--- src/hw/rtl/mbpf_pkg.sv ---
// ----------------------------------------------------------------------------
// mbpf_pkg
// Shared sizes, types and helpers of the mask boundary point finder.
// ----------------------------------------------------------------------------
package mbpf_pkg;

  localparam int MAX_WIDTH  = 1024;
  localparam int MAX_HEIGHT = 1024;
  localparam int MIN_SIZE   = 3;
  localparam int MIN_NBRS   = 3;
  localparam int ALL_NBRS   = 8;

  localparam int SIZE_W = 11;
  localparam int COL_W  = $clog2(MAX_WIDTH);
  localparam int ROW_W  = $clog2(MAX_HEIGHT);
  localparam int IDX_W  = 20;
  localparam int CNT_W  = 4;

  localparam int QDEPTH = 4;
  localparam int QPTR_W = $clog2(QDEPTH);

  localparam int ADDR_W = 3;
  localparam int DATA_W = 32;

  localparam logic REG_WIDTH  = 1'b0;
  localparam logic REG_HEIGHT = 1'b1;

  typedef struct packed {
    logic             int_hit;
    logic [IDX_W-1:0] int_idx;
    logic             bor_hit;
    logic [IDX_W-1:0] bor_idx;
  } qent_t;

  function automatic logic [SIZE_W-1:0] clamp_size(input logic [SIZE_W-1:0] v,
                                                   input logic [SIZE_W-1:0] maxv);
    logic [SIZE_W-1:0] res;
    res = v;
    if (v < SIZE_W'(MIN_SIZE)) res = SIZE_W'(MIN_SIZE);
    else if (v > maxv) res = maxv;
    return res;
  endfunction

endpackage

--- src/hw/rtl/mbpf_if.sv ---
// ----------------------------------------------------------------------------
// mbpf_if
// Valid/ready channels of the mask boundary point finder.
// ----------------------------------------------------------------------------
interface mbpf_in_if;
  logic valid;
  logic ready;
  logic point_unblanked;

  modport source (output valid, output point_unblanked, input ready);
  modport sink   (input valid, input point_unblanked, output ready);
endinterface

interface mbpf_out_if;
  logic        valid;
  logic        ready;
  logic [19:0] point_index;
  logic        point_on_border;
  logic        last_in_run;

  modport source (output valid, output point_index, output point_on_border,
                  output last_in_run, input ready);
  modport sink   (input valid, input point_index, input point_on_border,
                  input last_in_run, output ready);
endinterface

--- src/hw/rtl/mbpf_front.sv ---
// ----------------------------------------------------------------------------
// mbpf_front
// Raster tracking, line buffers and 3x3 window; classifies each point.
// ----------------------------------------------------------------------------
module mbpf_front
  import mbpf_pkg::*;
(
  input  logic              clk,
  input  logic              rst,
  input  logic              restart,
  input  logic [SIZE_W-1:0] w_eff,
  input  logic [SIZE_W-1:0] h_eff,
  mbpf_in_if.sink           mask,
  output logic              push,
  output qent_t             push_data,
  input  logic              full
);

  logic [1:0]       line_mem [MAX_WIDTH];
  logic [1:0]       rd;

  logic [COL_W-1:0] col;
  logic [ROW_W-1:0] row;
  logic [IDX_W-1:0] base;

  logic             a_v;
  logic             a_b;
  logic [COL_W-1:0] a_col;
  logic             a_border;
  logic             a_inner;
  logic [IDX_W-1:0] a_base;

  logic [2:0]       win1;
  logic [2:0]       win2;
  logic [2:0]       col_new;
  logic [CNT_W-1:0] cnt;

  logic             acc;
  logic             adv;
  logic             any_hit;
  logic             row_end;
  logic             grid_end;
  logic             on_edge;

  assign acc = mask.valid && mask.ready;
  assign mask.ready = !a_v || adv;

  assign row_end  = (SIZE_W'(col) + SIZE_W'(1)) == w_eff;
  assign grid_end = (SIZE_W'(row) + SIZE_W'(1)) == h_eff;
  assign on_edge  = (col == '0) || (SIZE_W'(col) == w_eff - SIZE_W'(1)) ||
                    (row == '0) || (SIZE_W'(row) == h_eff - SIZE_W'(1));

  // new column: bit0 two rows up, bit1 row above, bit2 this row
  assign col_new = {a_b, rd[1], rd[0]};

  assign cnt = CNT_W'(win2[0]) + CNT_W'(win2[1]) + CNT_W'(win2[2]) +
               CNT_W'(win1[0]) + CNT_W'(win1[2]) +
               CNT_W'(col_new[0]) + CNT_W'(col_new[1]) + CNT_W'(col_new[2]);

  always_comb begin
    push_data.int_hit = a_inner && win1[1] && (cnt >= CNT_W'(MIN_NBRS)) &&
                        (cnt < CNT_W'(ALL_NBRS));
    push_data.int_idx = IDX_W'(a_col) - IDX_W'(1) + a_base - IDX_W'(w_eff);
    push_data.bor_hit = a_border;
    push_data.bor_idx = IDX_W'(a_col) + a_base;
  end

  assign any_hit = push_data.int_hit || push_data.bor_hit;
  assign adv     = a_v && (!any_hit || !full);
  assign push    = a_v && any_hit && !full;

  always_ff @(posedge clk) begin
    if (rst) begin
      col  <= '0;
      row  <= '0;
      base <= '0;
      a_v  <= 1'b0;
      win1 <= '0;
      win2 <= '0;
    end else if (restart) begin
      col  <= '0;
      row  <= '0;
      base <= '0;
      win1 <= '0;
      win2 <= '0;
    end else begin
      if (acc) begin
        if (row_end) begin
          col <= '0;
          if (grid_end) begin
            row  <= '0;
            base <= '0;
          end else begin
            row  <= row + ROW_W'(1);
            base <= base + IDX_W'(w_eff);
          end
        end else begin
          col <= col + COL_W'(1);
        end
      end
      if (acc) begin
        a_v <= 1'b1;
      end else if (adv) begin
        a_v <= 1'b0;
      end
      if (adv) begin
        win2 <= win1;
        win1 <= col_new;
      end
    end
  end

  always_ff @(posedge clk) begin
    if (acc) begin
      a_b      <= mask.point_unblanked;
      a_col    <= col;
      a_border <= mask.point_unblanked && on_edge;
      a_inner  <= (row >= ROW_W'(2)) && (col >= COL_W'(2));
      a_base   <= base;
    end
  end

  // line buffers: read at acceptance, updated as the point leaves
  always_ff @(posedge clk) begin
    if (acc) begin
      rd <= line_mem[col];
    end
    if (adv) begin
      line_mem[a_col] <= {a_b, rd[1]};
    end
  end

endmodule

--- src/hw/rtl/mbpf_queue.sv ---
// ----------------------------------------------------------------------------
// mbpf_queue
// Short queue of classified points between front and back.
// ----------------------------------------------------------------------------
module mbpf_queue
  import mbpf_pkg::*;
(
  input  logic  clk,
  input  logic  rst,
  input  logic  push,
  input  qent_t push_data,
  output logic  full,
  input  logic  pop,
  output qent_t head,
  output logic  empty
);

  qent_t             slots [QDEPTH];
  logic [QPTR_W-1:0] wr_ptr;
  logic [QPTR_W-1:0] rd_ptr;
  logic [QPTR_W:0]   count;

  assign full  = count == (QPTR_W+1)'(QDEPTH);
  assign empty = count == '0;
  assign head  = slots[rd_ptr];

  always_ff @(posedge clk) begin
    if (rst) begin
      wr_ptr <= '0;
      rd_ptr <= '0;
      count  <= '0;
    end else begin
      if (push) begin
        wr_ptr <= wr_ptr + QPTR_W'(1);
      end
      if (pop) begin
        rd_ptr <= rd_ptr + QPTR_W'(1);
      end
      if (push && !pop) begin
        count <= count + (QPTR_W+1)'(1);
      end else if (pop && !push) begin
        count <= count - (QPTR_W+1)'(1);
      end
    end
  end

  always_ff @(posedge clk) begin
    if (push) begin
      slots[wr_ptr] <= push_data;
    end
  end

endmodule

--- src/hw/rtl/mbpf_back.sv ---
// ----------------------------------------------------------------------------
// mbpf_back
// Expands each queued point into its results; one beat per cycle while ready.
// ----------------------------------------------------------------------------
module mbpf_back
  import mbpf_pkg::*;
(
  input  logic    clk,
  input  logic    rst,
  input  qent_t   head,
  input  logic    empty,
  output logic    pop,
  mbpf_out_if.source result
);

  logic phase;
  logic load;
  logic emit_int;

  assign load     = !empty && (!result.valid || result.ready);
  assign emit_int = head.int_hit && !phase;
  assign pop      = load && !(emit_int && head.bor_hit);

  always_ff @(posedge clk) begin
    if (rst) begin
      result.valid <= 1'b0;
      phase        <= 1'b0;
    end else begin
      if (load) begin
        result.valid <= 1'b1;
      end else if (result.ready) begin
        result.valid <= 1'b0;
      end
      if (load) begin
        phase <= emit_int && head.bor_hit;
      end
    end
  end

  always_ff @(posedge clk) begin
    if (load) begin
      if (emit_int) begin
        result.point_index     <= head.int_idx;
        result.point_on_border <= 1'b0;
        result.last_in_run     <= !head.bor_hit;
      end else begin
        result.point_index     <= head.bor_idx;
        result.point_on_border <= 1'b1;
        result.last_in_run     <= 1'b1;
      end
    end
  end

endmodule

--- src/hw/rtl/mask_boundary_point_finder.sv ---
// ----------------------------------------------------------------------------
// mask_boundary_point_finder
// Finds boundary points of a blanking mask streamed in raster order.
// ----------------------------------------------------------------------------
// usage:
// mask carries one mask bit per beat, row by row; result carries the linear
// index of each boundary point, a border flag and a last-in-run mark.
// an interior point is reported when the point below-right of it arrives,
// first the interior result, then the border result of the arriving point.
// throughput: one mask point per cycle; results leave at one per cycle while
// result is ready, so a point with two results holds the back end for both. a
// result passes the front stage, a queue slot and the result register. a
// four-entry queue sits between front and back; when result stalls the queue
// fills and mask ready drops only once it is full. grid_width (address 0) and
// grid_height (address 4) are written over apb while idle, which the user must
// ensure as the block does not enforce it. a write restarts the grid at row 0,
// column 0. reset clears the raster position, window and queue; sizes return
// to 1024. line buffer contents are not cleared and need no clearing pass.
// ----------------------------------------------------------------------------
module mask_boundary_point_finder
  import mbpf_pkg::*;
(
  input  logic              clk,
  input  logic              rst,
  mbpf_in_if.sink           mask,
  mbpf_out_if.source        result,
  input  logic              psel,
  input  logic              penable,
  input  logic              pwrite,
  input  logic [ADDR_W-1:0] paddr,
  input  logic [DATA_W-1:0] pwdata,
  output logic [DATA_W-1:0] prdata,
  output logic              pready
);

  logic [SIZE_W-1:0] grid_width;
  logic [SIZE_W-1:0] grid_height;
  logic [SIZE_W-1:0] w_eff;
  logic [SIZE_W-1:0] h_eff;
  logic              cfg_wr;

  logic  q_push;
  qent_t q_in;
  logic  q_full;
  logic  q_pop;
  qent_t q_head;
  logic  q_empty;

  assign pready = 1'b1;
  assign cfg_wr = psel && penable && pwrite && pready;
  assign prdata = (paddr[2] == REG_HEIGHT) ? DATA_W'(grid_height) : DATA_W'(grid_width);

  always_ff @(posedge clk) begin
    if (rst) begin
      grid_width  <= SIZE_W'(MAX_WIDTH);
      grid_height <= SIZE_W'(MAX_HEIGHT);
    end else if (cfg_wr) begin
      if (paddr[2] == REG_WIDTH) begin
        grid_width <= pwdata[SIZE_W-1:0];
      end else begin
        grid_height <= pwdata[SIZE_W-1:0];
      end
    end
  end

  assign w_eff = clamp_size(grid_width, SIZE_W'(MAX_WIDTH));
  assign h_eff = clamp_size(grid_height, SIZE_W'(MAX_HEIGHT));

  mbpf_front u_front (
    .clk       (clk),
    .rst       (rst),
    .restart   (cfg_wr),
    .w_eff     (w_eff),
    .h_eff     (h_eff),
    .mask      (mask),
    .push      (q_push),
    .push_data (q_in),
    .full      (q_full)
  );

  mbpf_queue u_queue (
    .clk       (clk),
    .rst       (rst),
    .push      (q_push),
    .push_data (q_in),
    .full      (q_full),
    .pop       (q_pop),
    .head      (q_head),
    .empty     (q_empty)
  );

  mbpf_back u_back (
    .clk    (clk),
    .rst    (rst),
    .head   (q_head),
    .empty  (q_empty),
    .pop    (q_pop),
    .result (result)
  );

`ifndef SYNTHESIS
  a_no_push_full: assert property (@(posedge clk) disable iff (rst)
    !(q_push && q_full))
    else $error("queue written while full");

  a_no_pop_empty: assert property (@(posedge clk) disable iff (rst)
    !(q_pop && q_empty))
    else $error("queue read while empty");

  a_first_is_interior: assert property (@(posedge clk) disable iff (rst)
    (result.valid && !result.last_in_run) |-> !result.point_on_border)
    else $error("non-final result is not an interior point");

  a_reset_quiet: assert property (@(posedge clk)
    rst |=> !result.valid)
    else $error("result valid right after reset");
`endif

endmodule
--- src/flat_wrapper.sv ---
// flat-port wrapper written by rule: the top's interface ports become plain ports
module mask_boundary_point_finder_flat import mbpf_pkg::*;
  (clk, rst, psel, penable, pwrite, paddr, pwdata, prdata, pready, mask_valid, mask_point_unblanked, mask_ready, result_valid, result_point_index, result_point_on_border, result_last_in_run, result_ready);
  mbpf_in_if mask_i ();
  mbpf_out_if result_i ();
  input  logic clk;
  input  logic rst;
  input  logic psel;
  input  logic penable;
  input  logic pwrite;
  input  logic [ADDR_W-1:0] paddr;
  input  logic [DATA_W-1:0] pwdata;
  output logic [DATA_W-1:0] prdata;
  output logic pready;
  input wire logic [$bits(mask_i.valid)-1:0] mask_valid;
  input wire logic [$bits(mask_i.point_unblanked)-1:0] mask_point_unblanked;
  output wire logic [$bits(mask_i.ready)-1:0] mask_ready;
  output wire logic [$bits(result_i.valid)-1:0] result_valid;
  output wire logic [$bits(result_i.point_index)-1:0] result_point_index;
  output wire logic [$bits(result_i.point_on_border)-1:0] result_point_on_border;
  output wire logic [$bits(result_i.last_in_run)-1:0] result_last_in_run;
  input wire logic [$bits(result_i.ready)-1:0] result_ready;
  assign mask_i.valid = mask_valid;
  assign mask_i.point_unblanked = mask_point_unblanked;
  assign mask_ready = mask_i.ready;
  assign result_valid = result_i.valid;
  assign result_point_index = result_i.point_index;
  assign result_point_on_border = result_i.point_on_border;
  assign result_last_in_run = result_i.last_in_run;
  assign result_i.ready = result_ready;
  mask_boundary_point_finder u_core (.clk(clk), .rst(rst), .mask(mask_i), .result(result_i), .psel(psel), .penable(penable), .pwrite(pwrite), .paddr(paddr), .pwdata(pwdata), .prdata(prdata), .pready(pready));
endmodule
--- config.mk ---
export PLATFORM = sky130hd
export DESIGN_NAME = mask_boundary_point_finder_flat
export DESIGN_NICKNAME = d
export VERILOG_FILES = /design/src/hw/rtl/mbpf_pkg.sv /design/src/hw/rtl/mbpf_if.sv /design/src/hw/rtl/mbpf_front.sv /design/src/hw/rtl/mbpf_queue.sv /design/src/hw/rtl/mbpf_back.sv /design/src/hw/rtl/mask_boundary_point_finder.sv /design/src/flat_wrapper.sv
export SDC_FILE = /design/constraint.sdc
export NUM_CORES = 2
export LEC_CHECK = 0
export BUFFER_PORTS_ARGS = -buffer_cell sky130_fd_sc_hd__buf_2
export CORE_UTILIZATION = 51
export CTS_CLUSTER_DIAMETER = 30
export CTS_CLUSTER_SIZE = 25
export DETAILED_ROUTE_END_ITERATION = 10
export HOLD_SLACK_MARGIN = 0.02
export PLACE_DENSITY = 0.64
export SETUP_SLACK_MARGIN = 0.15
export SLEW_MARGIN = 20
export SYNTH_ARGS = -nofsm -noshare
export SYNTH_HDL_FRONTEND = slang
export SYNTH_SLANG_ARGS = --single-unit
--- constraint.sdc ---
create_clock -name clk -period 20.5 [get_ports clk]
set_input_delay 1.025 -clock clk [delete_from_list [all_inputs] [get_ports clk]]
set_output_delay 1.025 -clock clk [all_outputs]
set_load 0.02 [all_outputs]
==> flow_summary.toml <==
[status]
outcome = "complete, no violations"

[global_routing]
antenna_found_initial = 5
grt_pass1_wl_mm = 363
grt_max_degree = 266
grt_usage = 0.253
first_global_vias = 55600
grt_overflow_total = 0

[timing]
worst_pin_slew_ns = 1.17
fin_tns_setup_ns = 0
rsz0062_at_grt = "no"
setup_viol = 0
fmax_ghz = 0.144
drv_slew = 0
period_minus_slack_ns = 6.96
finClkSkew_ns = 0.0687
slew_headroom = 0.219
hold_slack_ns = 0.322
final_hold_viol_count = 0
min_period_over_period = 0.340

[pwr]
power_uw = 13500
p_leak_uw = 0.0369
power.density_cell_area_nw_per_um2 = 116
irDropWorstVdd_mv = 0.0840

[placed_design]
dp_hpwl_mm = 126
port_buffers = 54
routabilityCongestion = 0.832
placed_cell_area_um2 = 101000

[die]
dieWidth_um = 442
rows = 161
core_um2 = 193000
initial_core_util = 0.514
die_h_um = 442
dieArea_um2 = 196000
num_io_pins = 100

[setup_path]
path_class = "flop to flop"
worst-path-stages = 19
cp_cell_sequence = "buf_4, inv_1, fa_1, fa_1, fa_1, inv_1, ha_1, inv_1, fa_1, nand2b_1, a221oi_1, buf_4, o21ai_0, o21a_2, buf_4, nand4_1, nor2b_1, nand2_1, o21ai_0"
crit_required_ns = 21.35
critPathTopFamily = "adder cells"
cp-end-kind = "flop"
reg2reg_depth = 19
critPathLaunchType = "flop"
crit_buf_inv = 6
critical_path.slowest_cell = "nand4_1"
slowest_delay_ns = 0.80
cp_max_fo = 67
worstPathArrival_ns = 7.81
cpMostUsedCell = "fa_1"

[finish]
final_core_util = 0.602
final_cell_mix = "2273 x edfxtp_1, 1135 x nor2_1, 490 x mux4_2"
area_growth_pct = 17.1
drive_gt1_frac = 0.235
final_common_cell = "edfxtp_1"
fin_area_um2 = 116000
nets = 6107

[clock_tree]
postCtsHoldBufs = 0
clk_path_buf_depth = 4
cts_resized = 0
clkTransAtPathRegs_ns = 0.05
postCtsSetupRepairBufs = 0
cts-root-buf = "clkbuf_16"
cts_tree = "done"
htree_levels = 5
clkSinkCount = 2353
cts_inserted_buffers = 448
clkLatencyLatePin_ns = 1.00

[route]
vias = 54400
wire_per_inst_um = 28.0
dr.first_iter.drc_count = 6131
viasPerCell = 6.13
ant_nets = 0
remaining_drc_errors = 0
drt-total-wl_mm = 248
drt_pass1_iterations = 6

[synth]
synth_edf_count = 2273
post_synth.cell_area_avg_um2 = 17.0
synth_area_um2 = 98900
async_flop_share = 0
ys_ff_latch = 2353
synth_cells = 5819
synthDistinctLibCells = 90
yosys_warnings = 0
ys.flop_type = "edfxtp_1"
yosysSeqAreaShare = 0.706

[flow_run]
max-cap-violations = 0

[min_path]
hold_path.class = "input pin to flop"
min_path_cells = 3
-- layer usage --
metal	track usage	up-vias	wire, um	part of all wire
li1	-	23100	-	-
met1	0.345	28200	98500	0.40
met2	0.405	2543	120000	0.48
met3	0.0542	493	22100	0.089
met4	0.0893	0	7820	0.031
met5	0	-	0	0
-- per-stage QoR --
stage          worst slack, ns  instances
2_1_floorplan             1.89       5839
3_3_place_gp             13.71       8051
3_5_place_dp             13.61       8051
4_1_cts                  13.55       8863
5_1_grt                  13.13       8866
6_report                 13.54       8866
-- cells by family after synthesis --
logic type,after synthesis,synth area share
AOI/OAI and AO/OA,521,0.0375
xor gates and xnor gates,119,0.0108
adders and majority gates,88,0.0125
buffers and inverters,563,0.0315
DFF,2353,0.706
muxes,613,0.137
other,2,0.0000759
and+or+nand+nor,1560,0.0644
-- synth_stat cells (all sizes together) (13+ instances only) --
cell type | number | area, um2
edfxtp | 2273 | 68300
nor2 | 1137 | 4270
mux4 | 568 | 13100
clkbuf | 296 | 1280
nand2 | 197 | 739
buf | 169 | 1460
a21oi | 113 | 569
inv | 95 | 357
a22oi | 85 | 638
xnor2 | 81 | 709
dfxtp | 80 | 1600
a22o | 73 | 641
a221oi | 72 | 674
ha | 70 | 876
o21ai | 65 | 329
nor3 | 46 | 230
nand3 | 42 | 210
xor2 | 36 | 315
mux2 | 32 | 360
o22ai | 28 | 175
nor2b | 26 | 163
and3 | 22 | 138
fa | 18 | 360
mux2i | 13 | 130
nand4 | 13 | 81.3
-- cell type report --
| type | instances | area (um2) |
|---|---|---|
| repair buffers | 154 | 1200 |
| flip-flops and latches | 2353 | 69900 |
| well taps | 2526 | 3160 |
| multi-input cells | 2923 | 26300 |
| clock buffers | 505 | 11600 |
| fillers | 13900 | 76700 |
| diodes | 2 | 5.00 |
| clock inverters | 307 | 3360 |
| inverters | 96 | 360 |
-- worst register-to-register path, stage by stage, from the launching register on --
cell and delay [ns]:
edfxtp_1 0.31, buf_4 0.60, inv_1 0.16, fa_1 0.50
fa_1 0.52, fa_1 0.41, inv_1 0.07, ha_1 0.16
inv_1 0.07, fa_1 0.52, nand2b_1 0.10, a221oi_1 0.08
buf_4 0.17, o21ai_0 0.23, o21a_2 0.16, buf_4 0.49
nand4_1 0.83, nor2b_1 0.73, nand2_1 0.45, o21ai_0 0.29
-- where the power goes --
part	total [uW]	internal, uW	switching [uW]	leakage, uW
registers	5430	5400	30.0	0.0211
logic	871	359	511	0.00857
clock network	7160	4740	2420	0.00716
total	13500	10500	2960	0.0369
-- final timing paths --
kind,startpoint,end,slack [ns]
setup / recovery,u_core.u_front.rd[1]$_DFFE_PP_,u_core.u_front.base[2]$_SDFFE_PP0P_,13.54
hold / removal,pwdata[4],u_core.grid_width[4]$_SDFFE_PP0P_,0.32
setup reg to reg,u_core.u_front.rd[1]$_DFFE_PP_,u_core.u_front.base[2]$_SDFFE_PP0P_,13.54
hold reg to reg,u_core.u_front.base[19]$_SDFFE_PP0P_,u_core.u_front.a_base[19]$_DFFE_PP_,0.45
-- registers in the layout, summed over array words and instances (netlist names), 2 cells and up, named ones only --
register and flops:
u_core.u_front.col 10, u_core.u_front.base 20, u_core.u_front.a_col 10, u_core.u_front.win1 3, u_core.grid_width 11, u_core.u_queue.wr_ptr 2, u_core.u_front.win2 3, u_core.u_queue.rd_ptr 2
u_core.u_front.line_mem 2048, u_core.u_front.rd 2, u_core.u_queue.slots 168, u_core.u_back.result.point_index 20, u_core.u_queue.count 3, u_core.grid_height 11, u_core.u_front.a_base 20, u_core.u_front.row 10
Power figures use the tool's default switching activity.
